File: src/sv/cfr_pkg.sv
// Package: frame layout, codes and types shared by the command frame receiver.
`timescale 1ns / 1ps
package cfr_pkg;

  localparam int unsigned FRAME_LENGTH = 40;
  localparam logic [7:0] LAST_POS = 8'(FRAME_LENGTH - 1);
  localparam logic [7:0] SUM_POS  = 8'(FRAME_LENGTH - 2);

  localparam logic [7:0] POS_HEADER_0    = 8'd0;
  localparam logic [7:0] POS_HEADER_1    = 8'd1;
  localparam logic [7:0] POS_SERVO_ID    = 8'd3;
  localparam logic [7:0] POS_SERVO_CMD   = 8'd4;
  localparam logic [7:0] POS_SERVO_MODE  = 8'd5;
  localparam logic [7:0] POS_AZ_FIRST    = 8'd6;
  localparam logic [7:0] POS_AZ_LAST     = 8'd9;
  localparam logic [7:0] POS_PITCH_FIRST = 8'd10;
  localparam logic [7:0] POS_PITCH_LAST  = 8'd13;
  localparam logic [7:0] POS_CAMERA_ID   = 8'd18;
  localparam logic [7:0] POS_CAMERA_CMD  = 8'd19;
  localparam logic [7:0] POS_THR_FIRST   = 8'd20;
  localparam logic [7:0] POS_THR_LAST    = 8'd21;
  localparam logic [7:0] POS_OPTIONS     = 8'd22;
  localparam logic [7:0] POS_EXP_FIRST   = 8'd23;
  localparam logic [7:0] POS_EXP_LAST    = 8'd26;
  localparam logic [7:0] POS_GEOM_FIRST  = 8'd27;
  localparam logic [7:0] POS_GEOM_LAST   = 8'd34;
  localparam logic [7:0] POS_LASER_ID    = 8'd37;

  localparam logic [7:0] HEADER_BYTE_0 = 8'hEB;
  localparam logic [7:0] HEADER_BYTE_1 = 8'h90;
  localparam logic [7:0] TAIL_BYTE     = 8'hFE;
  localparam logic [7:0] CMD_SET       = 8'h55;

  localparam int unsigned QDEPTH = 2;
  localparam int unsigned QPTR_W = (QDEPTH > 1) ? $clog2(QDEPTH) : 1;
  localparam int unsigned QCNT_W = $clog2(QDEPTH + 1);

  typedef enum logic [1:0] {
    ST_OK     = 2'd0,
    ST_SUM    = 2'd1,
    ST_TAIL   = 2'd2,
    ST_HEADER = 2'd3
  } status_e;

  typedef struct packed {
    status_e     status;
    logic [7:0]  servo_id;
    logic [7:0]  servo_cmd;
    logic [7:0]  camera_id;
    logic [7:0]  camera_cmd;
    logic [7:0]  laser_id;
    logic        servo_set;
    logic        mode_valid;
    logic [4:0]  mode_code;
    logic        offset_load;
    logic [31:0] azimuth;
    logic [31:0] pitch;
    logic        camera_set;
    logic        algo;
    logic        win_valid;
    logic [1:0]  win_sel;
    logic [15:0] threshold;
    logic [31:0] exposure;
    logic [63:0] geometry;
  } cmd_t;

endpackage

File: src/sv/cfr_if.sv
// Interfaces: byte input channel and frame result channel.
`timescale 1ns / 1ps
interface cfr_in_if;
  logic       valid;
  logic       ready;
  logic [7:0] rx_byte;
  logic       frame_first;

  modport source (output valid, output rx_byte, output frame_first, input ready);
  modport sink (input valid, input rx_byte, input frame_first, output ready);
endinterface

interface cfr_out_if;
  logic        valid;
  logic        ready;
  logic [1:0]  frame_status;
  logic [23:0] station_ids;
  logic [7:0]  servo_command;
  logic [4:0]  op_mode;
  logic [31:0] azimuth_bits;
  logic [31:0] pitch_bits;
  logic        offset_load;
  logic [7:0]  cam_opcode;
  logic [15:0] threshold;
  logic [2:0]  camera_options;
  logic [31:0] exposure_ticks;
  logic [63:0] window_geometry;

  modport source (
    output valid, output frame_status, output station_ids, output servo_command,
    output op_mode, output azimuth_bits, output pitch_bits, output offset_load,
    output cam_opcode, output threshold, output camera_options,
    output exposure_ticks, output window_geometry, input ready
  );
  modport sink (
    input valid, input frame_status, input station_ids, input servo_command,
    input op_mode, input azimuth_bits, input pitch_bits, input offset_load,
    input cam_opcode, input threshold, input camera_options,
    input exposure_ticks, input window_geometry, output ready
  );
endinterface

File: src/sv/command_frame_receiver.sv
// Top level: command frame receiver, front end, frame queue and commit back end.
// Takes one byte per cycle while the frame queue is not full; one result per FRAME_LENGTH bytes.
// A frame's result is registered in the frame queue, then in the result register.
// Two-entry frame queue between front and back; byte input stalls only when it is full.
// Reset clears position, checksum, header flag, queue and all held fields to zero.
// Shadow field registers are not reset; every field is written before commit.
`timescale 1ns / 1ps
module command_frame_receiver (
  input  logic      clk_i,
  input  logic      rst_ni,
  cfr_in_if.sink    in_i,
  cfr_out_if.source out_o
);
  import cfr_pkg::*;

  logic push, full, pop, q_valid;
  cmd_t front_cmd, queue_cmd;

  cfr_front u_front (
    .clk_i    (clk_i),
    .rst_ni   (rst_ni),
    .in_i     (in_i),
    .q_full_i (full),
    .push_o   (push),
    .cmd_o    (front_cmd)
  );

  cfr_queue u_queue (
    .clk_i   (clk_i),
    .rst_ni  (rst_ni),
    .push_i  (push),
    .cmd_i   (front_cmd),
    .full_o  (full),
    .pop_i   (pop),
    .valid_o (q_valid),
    .cmd_o   (queue_cmd)
  );

  cfr_back u_back (
    .clk_i     (clk_i),
    .rst_ni    (rst_ni),
    .q_valid_i (q_valid),
    .cmd_i     (queue_cmd),
    .pop_o     (pop),
    .out_o     (out_o)
  );

endmodule

File: src/sv/cfr_front.sv
// Front end: byte position, header and checksum tracking, field shadowing, frame classification.
`timescale 1ns / 1ps
module cfr_front (
  input  logic          clk_i,
  input  logic          rst_ni,
  cfr_in_if.sink        in_i,
  input  logic          q_full_i,
  output logic          push_o,
  output cfr_pkg::cmd_t cmd_o
);
  import cfr_pkg::*;

  localparam logic [7:0] MODE_SEL_A      = 8'd1;
  localparam logic [7:0] MODE_SEL_B      = 8'd4;
  localparam logic [7:0] MODE_SEL_C      = 8'd3;
  localparam logic [7:0] MODE_SEL_D      = 8'd5;
  localparam logic [7:0] MODE_SEL_OFFSET = 8'd2;
  localparam logic [4:0] SYS_MODE_A      = 5'd17;
  localparam logic [4:0] SYS_MODE_B      = 5'd3;
  localparam logic [4:0] SYS_MODE_C      = 5'd7;
  localparam logic [4:0] SYS_MODE_D      = 5'd1;
  localparam logic [7:0] WIN_MASK        = 8'h0C;
  localparam logic [7:0] WIN_CODE_SMALL  = 8'h04;
  localparam logic [7:0] WIN_CODE_LARGE  = 8'h08;
  localparam logic [1:0] WIN_SMALL       = 2'd1;
  localparam logic [1:0] WIN_LARGE       = 2'd2;

  logic        accept;
  logic [7:0]  rx;
  logic [7:0]  pos;
  logic [7:0]  pos_q, pos_d;
  logic [7:0]  sum_q, sum_d;
  logic [7:0]  recv_q, recv_d;
  logic        hdr_q, hdr_d;
  logic [7:0]  win_code;

  logic [7:0]  sv_id_q, sv_cmd_q, mode_q, cam_id_q, cam_cmd_q, opt_q, laser_q;
  logic [31:0] az_q, pitch_q, exp_q;
  logic [15:0] thr_q;
  logic [63:0] geom_q;

  assign in_i.ready = !q_full_i;
  assign accept     = in_i.valid && in_i.ready;
  assign rx         = in_i.rx_byte;
  assign pos        = in_i.frame_first ? 8'd0 : pos_q;
  assign push_o     = accept && (pos == LAST_POS);

  always_comb begin
    pos_d  = pos_q;
    sum_d  = sum_q;
    recv_d = recv_q;
    hdr_d  = hdr_q;
    if (accept) begin
      if (pos == POS_HEADER_0) begin
        hdr_d = (rx == HEADER_BYTE_0);
        sum_d = 8'd0;
      end else if (pos == POS_HEADER_1) begin
        hdr_d = hdr_q && (rx == HEADER_BYTE_1);
      end else if (pos < SUM_POS) begin
        sum_d = sum_q + rx;
      end else if (pos == SUM_POS) begin
        recv_d = rx;
      end
      pos_d = (pos < LAST_POS) ? (pos + 8'd1) : 8'd0;
    end
  end

  always_ff @(posedge clk_i or negedge rst_ni) begin
    if (!rst_ni) begin
      pos_q  <= '0;
      sum_q  <= '0;
      recv_q <= '0;
      hdr_q  <= 1'b0;
    end else begin
      pos_q  <= pos_d;
      sum_q  <= sum_d;
      recv_q <= recv_d;
      hdr_q  <= hdr_d;
    end
  end

  always_ff @(posedge clk_i) begin
    if (accept) begin
      case (pos) inside
        POS_SERVO_ID:                    sv_id_q   <= rx;
        POS_SERVO_CMD:                   sv_cmd_q  <= rx;
        POS_SERVO_MODE:                  mode_q    <= rx;
        [POS_AZ_FIRST:POS_AZ_LAST]:      az_q      <= {az_q[23:0], rx};
        [POS_PITCH_FIRST:POS_PITCH_LAST]: pitch_q  <= {pitch_q[23:0], rx};
        POS_CAMERA_ID:                   cam_id_q  <= rx;
        POS_CAMERA_CMD:                  cam_cmd_q <= rx;
        [POS_THR_FIRST:POS_THR_LAST]:    thr_q     <= {thr_q[7:0], rx};
        POS_OPTIONS:                     opt_q     <= rx;
        [POS_EXP_FIRST:POS_EXP_LAST]:    exp_q     <= {exp_q[23:0], rx};
        [POS_GEOM_FIRST:POS_GEOM_LAST]:  geom_q    <= {geom_q[55:0], rx};
        POS_LASER_ID:                    laser_q   <= rx;
        default: ;
      endcase
    end
  end

  assign win_code = opt_q & WIN_MASK;

  always_comb begin
    if (!hdr_q) begin
      cmd_o.status = ST_HEADER;
    end else if (rx != TAIL_BYTE) begin
      cmd_o.status = ST_TAIL;
    end else if (sum_q != recv_q) begin
      cmd_o.status = ST_SUM;
    end else begin
      cmd_o.status = ST_OK;
    end
    cmd_o.servo_id    = sv_id_q;
    cmd_o.servo_cmd   = sv_cmd_q;
    cmd_o.camera_id   = cam_id_q;
    cmd_o.camera_cmd  = cam_cmd_q;
    cmd_o.laser_id    = laser_q;
    cmd_o.servo_set   = (sv_cmd_q == CMD_SET);
    cmd_o.mode_valid  = 1'b1;
    unique case (mode_q)
      MODE_SEL_A: cmd_o.mode_code = SYS_MODE_A;
      MODE_SEL_B: cmd_o.mode_code = SYS_MODE_B;
      MODE_SEL_C: cmd_o.mode_code = SYS_MODE_C;
      MODE_SEL_D: cmd_o.mode_code = SYS_MODE_D;
      default: begin
        cmd_o.mode_valid = 1'b0;
        cmd_o.mode_code  = 5'd0;
      end
    endcase
    cmd_o.offset_load = (mode_q == MODE_SEL_OFFSET);
    cmd_o.azimuth     = az_q;
    cmd_o.pitch       = pitch_q;
    cmd_o.camera_set  = (cam_cmd_q == CMD_SET);
    cmd_o.algo        = opt_q[0];
    cmd_o.win_valid   = 1'b1;
    unique case (win_code)
      WIN_CODE_SMALL: cmd_o.win_sel = WIN_SMALL;
      WIN_CODE_LARGE: cmd_o.win_sel = WIN_LARGE;
      default: begin
        cmd_o.win_valid = 1'b0;
        cmd_o.win_sel   = 2'd0;
      end
    endcase
    cmd_o.threshold   = thr_q;
    cmd_o.exposure    = exp_q;
    cmd_o.geometry    = geom_q;
  end

  a_push_wraps: assert property (@(posedge clk_i) disable iff (!rst_ni)
    push_o |=> (pos_q == 8'd0))
    else $error("position did not wrap after frame end");

  a_push_accepted: assert property (@(posedge clk_i) disable iff (!rst_ni)
    push_o |-> !q_full_i)
    else $error("frame pushed into full queue");

endmodule

File: src/sv/cfr_queue.sv
// Queue: short FIFO of classified frames between front and back.
`timescale 1ns / 1ps
module cfr_queue (
  input  logic          clk_i,
  input  logic          rst_ni,
  input  logic          push_i,
  input  cfr_pkg::cmd_t cmd_i,
  output logic          full_o,
  input  logic          pop_i,
  output logic          valid_o,
  output cfr_pkg::cmd_t cmd_o
);
  import cfr_pkg::*;

  cmd_t              mem_q [QDEPTH];
  logic [QPTR_W-1:0] wr_q, wr_d, rd_q, rd_d;
  logic [QCNT_W-1:0] cnt_q, cnt_d;

  assign full_o  = (cnt_q == QCNT_W'(QDEPTH));
  assign valid_o = (cnt_q != '0);
  assign cmd_o   = mem_q[rd_q];

  always_comb begin
    wr_d  = wr_q;
    rd_d  = rd_q;
    cnt_d = cnt_q;
    if (push_i) begin
      wr_d = (wr_q == QPTR_W'(QDEPTH - 1)) ? '0 : (wr_q + QPTR_W'(1));
    end
    if (pop_i) begin
      rd_d = (rd_q == QPTR_W'(QDEPTH - 1)) ? '0 : (rd_q + QPTR_W'(1));
    end
    if (push_i && !pop_i) begin
      cnt_d = cnt_q + QCNT_W'(1);
    end else if (pop_i && !push_i) begin
      cnt_d = cnt_q - QCNT_W'(1);
    end
  end

  always_ff @(posedge clk_i or negedge rst_ni) begin
    if (!rst_ni) begin
      wr_q  <= '0;
      rd_q  <= '0;
      cnt_q <= '0;
    end else begin
      wr_q  <= wr_d;
      rd_q  <= rd_d;
      cnt_q <= cnt_d;
    end
  end

  always_ff @(posedge clk_i) begin
    if (push_i) begin
      mem_q[wr_q] <= cmd_i;
    end
  end

  a_cnt_bound: assert property (@(posedge clk_i) disable iff (!rst_ni)
    cnt_q <= QCNT_W'(QDEPTH))
    else $error("queue count beyond depth");

  a_no_overflow: assert property (@(posedge clk_i) disable iff (!rst_ni)
    !(push_i && full_o && !pop_i))
    else $error("queue overflow");

  a_no_underflow: assert property (@(posedge clk_i) disable iff (!rst_ni)
    pop_i |-> valid_o)
    else $error("queue underflow");

endmodule

File: src/sv/cfr_back.sv
// Back end: commits classified frames into held fields and drives the result register.
`timescale 1ns / 1ps
module cfr_back (
  input  logic          clk_i,
  input  logic          rst_ni,
  input  logic          q_valid_i,
  input  cfr_pkg::cmd_t cmd_i,
  output logic          pop_o,
  cfr_out_if.source     out_o
);
  import cfr_pkg::*;

  logic        valid_q;
  logic        commit;
  status_e     status_q;
  logic [23:0] ids_q;
  logic [7:0]  sv_cmd_q, cam_cmd_q;
  logic [4:0]  mode_q;
  logic [31:0] az_q, pitch_q, exp_q;
  logic        off_q;
  logic [15:0] thr_q;
  logic [2:0]  opt_q;
  logic [63:0] geom_q;

  assign pop_o  = q_valid_i && (!valid_q || out_o.ready);
  assign commit = pop_o && (cmd_i.status == ST_OK);

  always_ff @(posedge clk_i or negedge rst_ni) begin
    if (!rst_ni) begin
      valid_q <= 1'b0;
    end else if (pop_o) begin
      valid_q <= 1'b1;
    end else if (out_o.ready) begin
      valid_q <= 1'b0;
    end
  end

  always_ff @(posedge clk_i) begin
    if (pop_o) begin
      status_q <= cmd_i.status;
    end
  end

  always_ff @(posedge clk_i or negedge rst_ni) begin
    if (!rst_ni) begin
      ids_q     <= '0;
      sv_cmd_q  <= '0;
      cam_cmd_q <= '0;
      mode_q    <= '0;
      az_q      <= '0;
      pitch_q   <= '0;
      off_q     <= 1'b0;
      thr_q     <= '0;
      opt_q     <= '0;
      exp_q     <= '0;
      geom_q    <= '0;
    end else if (commit) begin
      ids_q     <= {cmd_i.servo_id, cmd_i.camera_id, cmd_i.laser_id};
      sv_cmd_q  <= cmd_i.servo_cmd;
      cam_cmd_q <= cmd_i.camera_cmd;
      if (cmd_i.servo_set) begin
        if (cmd_i.mode_valid) begin
          mode_q <= cmd_i.mode_code;
        end
        az_q    <= cmd_i.azimuth;
        pitch_q <= cmd_i.pitch;
        off_q   <= cmd_i.offset_load;
      end
      if (cmd_i.camera_set) begin
        opt_q[0] <= cmd_i.algo;
        if (cmd_i.win_valid) begin
          opt_q[2:1] <= cmd_i.win_sel;
        end
        thr_q  <= cmd_i.threshold;
        exp_q  <= cmd_i.exposure;
        geom_q <= cmd_i.geometry;
      end
    end
  end

  assign out_o.valid           = valid_q;
  assign out_o.frame_status    = status_q;
  assign out_o.station_ids     = ids_q;
  assign out_o.servo_command   = sv_cmd_q;
  assign out_o.op_mode         = mode_q;
  assign out_o.azimuth_bits    = az_q;
  assign out_o.pitch_bits      = pitch_q;
  assign out_o.offset_load     = off_q;
  assign out_o.cam_opcode      = cam_cmd_q;
  assign out_o.threshold       = thr_q;
  assign out_o.camera_options  = opt_q;
  assign out_o.exposure_ticks  = exp_q;
  assign out_o.window_geometry = geom_q;

  a_pop_shows: assert property (@(posedge clk_i) disable iff (!rst_ni)
    pop_o |=> valid_q)
    else $error("popped frame not presented");

  a_stall_holds: assert property (@(posedge clk_i) disable iff (!rst_ni)
    (valid_q && !out_o.ready) |=> ($stable(status_q) && $stable(ids_q) && $stable(geom_q)))
    else $error("result changed while stalled");

  a_bad_frame_keeps: assert property (@(posedge clk_i) disable iff (!rst_ni)
    (pop_o && (cmd_i.status != ST_OK)) |=> ($stable(ids_q) && $stable(mode_q)))
    else $error("bad frame altered held fields");

endmodule

File: src/flat_wrapper.sv
// flat-port wrapper written by rule: the top's interface ports become plain ports
module command_frame_receiver_flat import cfr_pkg::*;
  (clk_i, rst_ni, in_i_valid, in_i_rx_byte, in_i_frame_first, in_i_ready, out_o_valid, out_o_frame_status, out_o_station_ids, out_o_servo_command, out_o_op_mode, out_o_azimuth_bits, out_o_pitch_bits, out_o_offset_load, out_o_cam_opcode, out_o_threshold, out_o_camera_options, out_o_exposure_ticks, out_o_window_geometry, out_o_ready);
  cfr_in_if in_i_i ();
  cfr_out_if out_o_i ();
  input  logic clk_i;
  input  logic rst_ni;
  input wire logic [$bits(in_i_i.valid)-1:0] in_i_valid;
  input wire logic [$bits(in_i_i.rx_byte)-1:0] in_i_rx_byte;
  input wire logic [$bits(in_i_i.frame_first)-1:0] in_i_frame_first;
  output wire logic [$bits(in_i_i.ready)-1:0] in_i_ready;
  output wire logic [$bits(out_o_i.valid)-1:0] out_o_valid;
  output wire logic [$bits(out_o_i.frame_status)-1:0] out_o_frame_status;
  output wire logic [$bits(out_o_i.station_ids)-1:0] out_o_station_ids;
  output wire logic [$bits(out_o_i.servo_command)-1:0] out_o_servo_command;
  output wire logic [$bits(out_o_i.op_mode)-1:0] out_o_op_mode;
  output wire logic [$bits(out_o_i.azimuth_bits)-1:0] out_o_azimuth_bits;
  output wire logic [$bits(out_o_i.pitch_bits)-1:0] out_o_pitch_bits;
  output wire logic [$bits(out_o_i.offset_load)-1:0] out_o_offset_load;
  output wire logic [$bits(out_o_i.cam_opcode)-1:0] out_o_cam_opcode;
  output wire logic [$bits(out_o_i.threshold)-1:0] out_o_threshold;
  output wire logic [$bits(out_o_i.camera_options)-1:0] out_o_camera_options;
  output wire logic [$bits(out_o_i.exposure_ticks)-1:0] out_o_exposure_ticks;
  output wire logic [$bits(out_o_i.window_geometry)-1:0] out_o_window_geometry;
  input wire logic [$bits(out_o_i.ready)-1:0] out_o_ready;
  assign in_i_i.valid = in_i_valid;
  assign in_i_i.rx_byte = in_i_rx_byte;
  assign in_i_i.frame_first = in_i_frame_first;
  assign in_i_ready = in_i_i.ready;
  assign out_o_valid = out_o_i.valid;
  assign out_o_frame_status = out_o_i.frame_status;
  assign out_o_station_ids = out_o_i.station_ids;
  assign out_o_servo_command = out_o_i.servo_command;
  assign out_o_op_mode = out_o_i.op_mode;
  assign out_o_azimuth_bits = out_o_i.azimuth_bits;
  assign out_o_pitch_bits = out_o_i.pitch_bits;
  assign out_o_offset_load = out_o_i.offset_load;
  assign out_o_cam_opcode = out_o_i.cam_opcode;
  assign out_o_threshold = out_o_i.threshold;
  assign out_o_camera_options = out_o_i.camera_options;
  assign out_o_exposure_ticks = out_o_i.exposure_ticks;
  assign out_o_window_geometry = out_o_i.window_geometry;
  assign out_o_i.ready = out_o_ready;
  command_frame_receiver u_core (.clk_i(clk_i), .rst_ni(rst_ni), .in_i(in_i_i), .out_o(out_o_i));
endmodule
File: config.mk
export PLATFORM = sky130hd
export DESIGN_NAME = command_frame_receiver_flat
export DESIGN_NICKNAME = d
export VERILOG_FILES = /design/src/sv/cfr_pkg.sv /design/src/sv/cfr_if.sv /design/src/sv/command_frame_receiver.sv /design/src/sv/cfr_front.sv /design/src/sv/cfr_queue.sv /design/src/sv/cfr_back.sv /design/src/flat_wrapper.sv
export SDC_FILE = /design/constraint.sdc
export NUM_CORES = 1
export LEC_CHECK = 0
export BUFFER_PORTS_ARGS = -buffer_cell sky130_fd_sc_hd__buf_2
export CORE_ASPECT_RATIO = 0.5
export CORE_MARGIN = 2
export CORE_UTILIZATION = 35
export DETAILED_ROUTE_END_ITERATION = 8
export PLACE_DENSITY = 0.53
export SYNTH_ARGS = -nofsm -noshare
export SYNTH_HDL_FRONTEND = slang
export SYNTH_SLANG_ARGS = --single-unit
File: constraint.sdc
create_clock -name clk_i -period 28.2 [get_ports clk_i]
set_input_delay 4.23 -clock clk_i [delete_from_list [all_inputs] [get_ports clk_i]]
set_output_delay 4.23 -clock clk_i [all_outputs]
set_load 0.005 [all_outputs]
Word-level counts from Yosys, hierarchy flattened. Memories as Yosys holds them, arrays and structs flattened. Index checks and enable logic that the tools add are counted.

RAM bits: 462. Output and inout bits: 229. Flip-flop bits (word level): 485. Input port bits: 13. Word-level logic and storage cells: 158. Memories: 1.

$add $sub $neg: 6. Eq/ne operators: 25. Muxes and demuxes: 22. Magnitude comparators: 12. Bitwise gates (word level): 14. Reductions and logical operators: 45.

Memory list: u_core.u_queue.mem_q (words 2, width 231, rd ports 1, clocked after memory_dff 0, wr ports 1, RTL line cfr_queue.sv:15) `cmd_t mem_q [QDEPTH];`.

Operators by type and width (number): 2-to-1 mux 8 bit (5); == test 8 x 3 -> 1 bit (second input constant) (4); == test 8 x 2 -> 1 bit (second input constant) (3); == test 8 x 5 -> 1 bit (second input constant) (3); == test 8 x 6 -> 1 bit (second input constant) (3); >= comparator 8 x 5 -> 1 bit (second input constant) (3); one-hot mux 5 bit (4 select lines) (1); == test 8 x 1 -> 1 bit (second input constant) (2); == test 8 x 7 -> 1 bit (second input constant) (2); == test 8 bit (second input constant) (2); <= comparator 8 x 4 -> 1 bit (second input constant) (2); <= comparator 8 x 5 -> 1 bit (second input constant) (2); < comparator 8 x 6 -> 1 bit (second input constant) (2); NOT 1 bit (14); AND reduction 13 bit (1); logical AND 1 bit (12); AND reduction 12 bit (1); AND reduction 3 bit (4); 2-to-1 mux 1 bit (11); AND reduction 11 bit (1); AND reduction 10 bit (1); AND reduction 5 bit (2); nonzero test 2 bit (5); AND reduction 9 bit (1); other kinds (26) (37).

Logic depth before layout (Yosys ltp). Gate-level depths: netlist of run 1.

Depth after elaboration: 8. Depth in mapped cells: 10. Gate-level depth less buffers: 8.

By module. From an unflattened synthesis of run 1, not the netlist that was laid out.

Cells, all modules: 1690. Area, all modules: 34966.0 um^2.

Modules (own cells, without submodules): cfr_queue (area each 17604.4 um^2, seq. area each 13973.4 um^2, cells each 735, instances 1); cfr_front (area each 8857.2 um^2, seq. area each 7442.1 um^2, cells each 468, instances 1); cfr_back (area each 8504.4 um^2, seq. area each 5715.5 um^2, cells each 487, instances 1).

Worst setup path after synthesis of run 1. Ideal clock, no wire load.

Kind: input -> register. Start: input port in_i_frame_first. End: memory u_core.u_queue.mem_q[0][0] (netlist name), enable pin. Setup time: 1.377 ns. Setup slack: 0.419 ns. Path buffers: 1. Stages on the path: 3. Data required time: 26.823 ns. Arrival time: 26.404 ns. Cell sequence: clkbuf_1 or4_4 nor4_1.

Word-level cells in the longest chain between the ends: 5.

Ends and longest elaborated chain: from (decl) (RTL line flat_wrapper.sv:10) `input wire logic [$bits(in_i_i.frame_first)-1:0] in_i_frame_first;`; 2-to-1 mux 8 bit (RTL line cfr_front.sv:45) `assign pos = in_i.frame_first ? 8'd0 : pos_q;`; == test 8 x 6 -> 1 bit (RTL line cfr_front.sv:46) `assign push_o = accept && (pos == LAST_POS);`; logical AND 1 bit (RTL line cfr_front.sv:46); 2-to-1 mux 1 bit (RTL line cfr_queue.sv:53) `if (push_i) begin`; 2-to-1 mux 1 bit (implied by the code) (RTL line cfr_queue.sv:54) `mem_q[wr_q] <= cmd_i;`; to (decl) (RTL line cfr_queue.sv:15).

No other way between the ends.

Final worst setup path of run 1.
Start: input port in_i_valid. End: memory u_core.u_queue.mem_q[1][73] (netlist name), enable pin.

Word-level cells in the longest chain between the ends: 4.

Ends and longest elaborated chain: from (decl) (RTL line flat_wrapper.sv:8) `input wire logic [$bits(in_i_i.valid)-1:0] in_i_valid;`; logical AND 1 bit (RTL line cfr_front.sv:43) `assign accept = in_i.valid && in_i.ready;`; logical AND 1 bit (RTL line cfr_front.sv:46); 2-to-1 mux 1 bit (RTL line cfr_queue.sv:53); 2-to-1 mux 1 bit (implied by the code) (RTL line cfr_queue.sv:54).

No other way between the ends.

==> metrics.csv, run 1 <==
stage,metric,value,unit
status,status,finished with violations,
status,violations,design-rule violations,
routing,drt_iter0_markers,1040,
pwr,sequentialPowerShare,49.1,%
place,pre_cts_ws,19.97,ns
pwr,p_int,2630,uW
pwr,sw_frac_of_total,27.8,%
floorplan,core-area,93300,um^2
synthesis,postSynthAreaPerCell,17.3,um^2
routing,via_per_inst,4.57,
synthesis,syn_nets,1937,
cells_and_area,drive_above_1_share,19.6,%
clock_network,cts_inserted_buffers,86,
pwr,power_density,94.3,nW/um^2
synthesis,yosysTopAreaCell,edfxtp_1,
global_route,grt_start_max_net_pins,159,
sta,slew_headroom,20.4,%
critical_path,required,28.47,ns
sta,finalCritPeriodShare,26.4,%
synthesis,syn_inst,1913,
floorplan,die_h,221,um
cells_and_area,mostFrequentLayoutCells,"edfxtp_1, dfrtp_1, buf_2",
synthesis,seq_area_frac_synth,81.6,%
cells_and_area,fin_area,38700,um^2
place,dp_hpwl,37300,um
sta,drv_slew,0,
critical_path,crit_arrival,7.71,ns
clock_network,cts_buffer_depth,3,
clock_network,cts_hold_buf,0,
sta,finalClockSkew,0.0233,ns
synthesis,synth_edf_count,687,
clock_network,clkSlewWorstSetupHoldPaths,0.06,ns
pwr,vdd.ir_drop.worst,56.1,uV
sta,finalWorstSetupSlack,20.76,ns
sta,fin_crit,7.44,ns
routing,top_layer_used,met4,
synthesis,ys_warn_count,0,
global_route,grt_first_pass_wirelength,100000,um
place,gp_congestion,0.745,
global_route,first_global_vias,15900,
clock_network,cts_tree,done,
synthesis,synth_top_flop_cell,edfxtp_1,
critical_path,critPathLaunchType,input port,
cells_and_area,multi_input_area,5730,um^2
pwr,finalPower,3650,uW
routing,wl_met1,28200,um
cells_and_area,fillerInstances,8373,
routing,drt_first_pass_iters,7,
cells_and_area,fin_nets,2201,
synthesis,synth_cell_type_count,57,
routing,wl_per_cell,18.7,um
synthesis,mappedNetlistArea,33100,um^2
global_route,track_usage,13.5,%
routing,wl_met3,2710,um
sta,rsz0062_at_grt,false,
clock_network,h-tree-depth,3,
floorplan,die_width,439,um
clock_network,clk_latency,0.66,ns
cells_and_area,seq_area,27000,um^2
clock_network,cts_root_buf,clkbuf_16,
critical_path,end_kind,flip-flop,
sta,finalHoldViolCount,0,
routing,num_vias,16100,
clock_network,post_cts_resize_count,0,
global_route,grt_overflow,0,
synthesis,ys_top_cells_by_area,"edfxtp_1, dfrtp_1, mux2i_1, o21ai_0, nand2_1",
pwr,leakage,0.0146,uW
clock_network,cts.sinks,941,
sta,max_freq,0.134,GHz
routing,drt_drc_violations_left,8,
routing,ant_nets,0,
synthesis,ys_ff_latch,941,
synthesis,async_reset_ff_share,27.0,%
critical_path,crit_fanout,158,
clock_network,post_cts_buffers,0,
floorplan,die_area,97100,um^2
cells_and_area,areaGrowthSynthToFinish,17.0,%
routing,wl,65800,um
place,post_dp_cell_area,35800,um^2
routing,route.met2.wl,33800,um
place,portBuffers,240,
global_route,antenna_found_initial,3,
cells_and_area,final_common_cell,edfxtp_1,
sta,setup_tns,0,ns
floorplan,fp-row-count,79,
sta,setup_viol,0,
pwr,p_sw,1010,uW
pwr,p_comb_share,18.2,%
critical_path,path_class,input port to flip-flop,
synthesis,synth_top_cell_area_share,62.4,%
sta,tightest_slew,1.19,ns
worst_hold_path,hp-class,flip-flop to flip-flop,
run,maxCapViolCount,0,
sta,whs,0.429,ns
floorplan,initial_core_util,35.4,%
pwr,clkPwrFrac,32.7,%
floorplan,io_pins,242,
==> per-stage QoR <==
stage                     utilization, %  std cells
final                               41.4       3510
after global routing                41.4       3506
after CTS                           41.4       3506
after detailed placement            38.3       3344
after global placement              38.3       3344
after floorplan                        -       1913
==> power by group through the flow <==
| stage | Combinational, uW | Sequential, uW | Clock [uW] |
|---|---|---|---|
| floorplan | 400 | 1770 | 0 |
| global placement | 682 | 1820 | 0 |
| detailed placement | 687 | 1830 | 0 |
| CTS | 689 | 1800 | 1230 |
| global route | 750 | 1810 | 1290 |
| finish | 666 | 1790 | 1190 |
==> worst max-delay path, stage by stage <==
cell     delay, ns
buf_2         0.11
nand2_2       0.27
or4_4         0.61
nor3_1        0.40
and2_4        0.35
buf_12        0.58
buf_4         0.85
==> area by class of cell <==
class / instances / share of cell area, %
Clock buffer: 118 / 6.14
Timing Repair Buffer: 263 / 3.68
Inverter: 12 / 0.116
Antenna cell: 4 / 0.0259
Tap cell: 1255 / 4.06
Clock inverter: 44 / 1.37
Sequential cell: 941 / 69.8
Multi-Input combinational cell: 873 / 14.8
==> path summary, 6_finish.rpt <==
check,startpoint,end,slack (ns),cells after the start
min,u_core.u_front.thr_q[15],u_core.u_queue.mem_q[1][111],0.43,0
max,in_i_valid,u_core.u_queue.mem_q[1][73],20.76,7
min reg2reg,u_core.u_front.thr_q[15],u_core.u_queue.mem_q[1][111],0.43,0
max reg2reg,u_core.u_queue.cnt_q[0],u_core.u_queue.mem_q[1][73],23.80,7
min in group asynchronous,rst_ni,u_core.u_back.out_o.station_ids[8],3.52,1
max in group asynchronous,rst_ni,u_core.u_back.out_o.exposure_ticks[29],23.29,2
==> flip-flops by register name, summed over array words and instances (netlist names), 8 cells and up <==
signal	cells
u_core.u_front.pos_q	8
u_core.u_back.out_o.exposure_ticks	32
u_core.u_front.cam_cmd_q	8
u_core.u_back.out_o.pitch_bits	32
u_core.u_front.az_q	32
u_core.u_back.out_o.threshold	16
u_core.u_front.recv_q	8
u_core.u_front.cam_id_q	8
u_core.u_back.out_o.window_geometry	64
u_core.u_front.pitch_q	32
u_core.u_back.out_o.servo_command	8
u_core.u_back.out_o.azimuth_bits	32
u_core.u_front.laser_q	8
u_core.u_front.sv_id_q	8
u_core.u_back.out_o.cam_opcode	8
u_core.u_front.exp_q	32
u_core.u_front.sv_cmd_q	8
u_core.u_front.mode_q	8
u_core.u_queue.mem_q	458
u_core.u_back.out_o.station_ids	24
u_core.u_front.sum_q	8
u_core.u_front.geom_q	64
u_core.u_front.thr_q	16
==> per-layer routing <==
| layer | vias up | track usage [%] |
|---|---|---|
| li1 | 7681 | - |
| met1 | 8032 | 17.5 |
| met2 | 253 | 23.2 |
| met3 | 88 | 3.09 |
| met4 | 0 | 3.11 |
| met5 | - | 0 |
==> cell usage after synthesis, types with 8 or more instances <==
master,count
o21ai_0,149
dfrtp_1,254
edfxtp_1,687
nor3_1,11
a21oi_1,52
ha_1,10
clkbuf_1,76
inv_1,12
or2_2,8
mux2_2,25
nor2_1,70
xnor2_1,10
mux2i_1,220
nand2_1,190
o21ai_1,45
==> cells by family after synthesis <==
logic type                 Yosys count  share of synthesized area [%]
DFF                                941                           81.6
and+or+nand+nor                    321                           4.24
AOI/OAI and AO/OA                  278                           4.52
muxes                              245                           7.51
buffers and inverters               99                           1.18
xor gates and xnor gates            17                          0.450
adders and majority gates           11                          0.439
other                                1                         0.0113
Note: power is estimated with default switching activity, not from simulation.
==> run 2: changes to the inputs <==
clock period = 7.73 ns   (was 28.2 ns; I/O delays follow)
==> run 2 against run 1 <==
Against the previous run: the flow still finishes with violations (design-rule violations); global-route usage hardly changed; highest routed layer unchanged; first-iteration DRC count is 3.1% lower; die area stayed put; critical endpoint is now u_core.u_back.out_o.camera_options[1]; largest cell class unchanged; cell area hardly changed; count of clock-buffer cells in the layout is 18 higher; routed wire length is 0.22% lower; non-clock buffer count is 3 higher; largest power group unchanged.
==> metrics.csv, run 2 (same netlist as run 1, synthesis figures left out) <==
stage,metric,value,unit
status,status,finished with violations,
status,violations,design-rule violations,
clock_network,cts_buffer_depth,3,
sta,finalHoldViolCount,0,
pwr,leakage,0.0146,uW
cells_and_area,final_common_cell,edfxtp_1,
worst_hold_path,min-delay-start,u_core.u_front.laser_q[4],
floorplan,core-area,93300,um^2
pwr,vdd.ir_drop.worst,175,uV
place,gp_congestion,0.739,
sta,setup_viol,0,
global_route,antenna_found_initial,0,
sta,fin_crit,3.97,ns
critical_path,cp_slowest_stage_delay,0.98,ns
routing,ant_nets,0,
critical_path,r2r_end,u_core.u_back.out_o.camera_options[1],
cells_and_area,fillerInstances,8418,
critical_path,worstPathCellList,"mux2_2, nor4_4, buf_4, nand2_4, buf_4, nor2_1, mux2_2",
worst_hold_path,hold_path_depth,0,
critical_path,path_class,flip-flop to flip-flop,
place,post-place-cells,3347,
clock_network,cts.sinks,941,
critical_path,end_kind,flip-flop,
cells_and_area,areaGrowthSynthToFinish,17.0,%
cells_and_area,fin_cells,3509,
routing,via_per_inst,4.56,
place,portBuffers,240,
routing,drt_first_pass_iters,7,
cells_and_area,largest_reg_flops,458,
worst_hold_path,worstHoldEndpoint,u_core.u_queue.mem_q[1][193],
critical_path,required,8.27,ns
global_route,grt_overflow,0,
sta,finalClockSkew,0.0214,ns
clock_network,h-tree-depth,3,
cells_and_area,final_util,41.5,%
cells_and_area,mostFrequentLayoutCells,"edfxtp_1, dfrtp_1, buf_2",
clock_network,cts_inserted_buffers,86,
pwr,finalPower,13300,uW
clock_network,cts_root_buf,clkbuf_16,
global_route,grt_start_max_net_pins,156,
critical_path,crit_path_top_delay_cell,dfrtp_4,
critical_path,reg2reg_depth,7,
floorplan,die_h,221,um
global_route,track_usage,13.5,%
routing,wl,65600,um
global_route,grt_first_pass_wirelength,99900,um
critical_path,crit_fanout,65,
pwr,power_density,343,nW/um^2
place,dp_hpwl,38400,um
critical_path,critPathLaunchType,flip-flop,
sta,slew_headroom,26.2,%
floorplan,initial_core_util,35.4,%
cells_and_area,insertedDiodeCount,0,
routing,wl_per_cell,18.7,um
routing,num_vias,16000,
sta,finalCritPeriodShare,51.3,%
sta,tightest_slew,1.10,ns
cells_and_area,regMostFlops,u_core.u_queue.mem_q,
sta,max_freq,0.252,GHz
routing,drt_drc_violations_left,6,
clock_network,cts_hold_buf,0,
floorplan,die_area,97100,um^2
clock_network,clkSlewWorstSetupHoldPaths,0.06,ns
critical_path,worstReg2RegStart,u_core.u_queue.rd_q,
run,maxCapViolCount,0,
sta,drv_slew,0,
floorplan,fp-row-count,79,
global_route,first_global_vias,16100,
critical_path,crit_arrival,4.50,ns
worst_hold_path,hp-class,flip-flop to flip-flop,
routing,drt_iter0_markers,1008,
clock_network,post_cts_resize_count,0,
clock_network,post_cts_buffers,0,
floorplan,die_width,439,um
clock_network,cts_tree,done,
clock_network,clk_latency,0.66,ns
cells_and_area,fin_nets,2204,
floorplan,io_pins,242,
critical_path,reg2reg_slack,3.76,ns
sta,rsz0062_at_grt,false,
cells_and_area,drive_above_1_share,19.7,%
==> run 2: cell types whose count changed in the layout (fill, tap and decap cells not counted), moves of 2 or more <==
cell and change:
clkbuf_1 +6, clkbuf_8 +9, bufinv_16 -6, clkinv_1 -7, nor4_4 +2, clkinv_2 -4
inv_6 -2, diode_2 -4, buf_4 +4, clkbuf_16 +3, nor4_2 -2
==> run 2: power by group <==
group | internal [uW] | switching (uW)
logic | 1100 | 1320
clock network | 2460 | 1860
registers | 6010 | 526
==> run 2: layer usage <==
metal / routed length, um / track usage, % / up-vias
li1: - / - / 7659
met1: 28400 / 17.3 / 8065
met2: 33800 / 23.2 / 178
met3: 2270 / 3.17 / 86
met4: 1140 / 3.19 / 0
met5: 0 / 0 / -
==> run 2: worst max-delay path: cells and delay by family (launching register included) <==
| kind | cells | cell delay (ns) |
|---|---|---|
| buf+inv | 2 | 1.00 |
| simple gates | 3 | 0.98 |
| flops | 1 | 0.98 |
| mux | 2 | 0.80 |
==> run 2: final cells by class <==
cell class / count / area [um^2] / area share (%)
clock inverters: 26 / 309 / 0.799
flip-flops and latches: 941 / 27000 / 69.8
well taps: 1255 / 1570 / 4.06
clock buffers: 136 / 2590 / 6.71
repair buffers: 266 / 1430 / 3.70
multi-input cells: 873 / 5750 / 14.9
inverters: 12 / 45.0 / 0.116
==> run 2: how the worst max path moves through the flow <==
| stage | startpoint | end | slack, ns | depth (start not counted) |
|---|---|---|---|---|
| finish | u_core.u_queue.rd_q | u_core.u_back.out_o.camera_options[1] | 3.76 | 7 |
| global route | u_core.u_queue.rd_q | u_core.u_back.out_o.camera_options[1] | 3.41 | 7 |
| CTS | u_core.u_queue.rd_q | u_core.u_back.out_o.camera_options[1] | 3.67 | 7 |
| detailed placement | in_i_valid | u_core.u_queue.mem_q[0][122] | 3.27 | 6 |
| global placement | in_i_valid | u_core.u_queue.mem_q[0][122] | 3.31 | 6 |
| floorplan | in_i_frame_first | u_core.u_queue.mem_q[0][0] | -1.86 | 3 |
==> run 2: metrics by stage <==
step	setup WS, ns	hold slack [ns]	setup TNS, ns	cell area (um^2)
floorplan	-1.86	0.421	-424.91	33100
global placement	3.31	0.422	0	35800
finish	3.76	0.443	0	38700
global route	3.41	0.448	0	38700
CTS	3.67	0.440	0	38700
detailed placement	3.27	0.429	0	35800
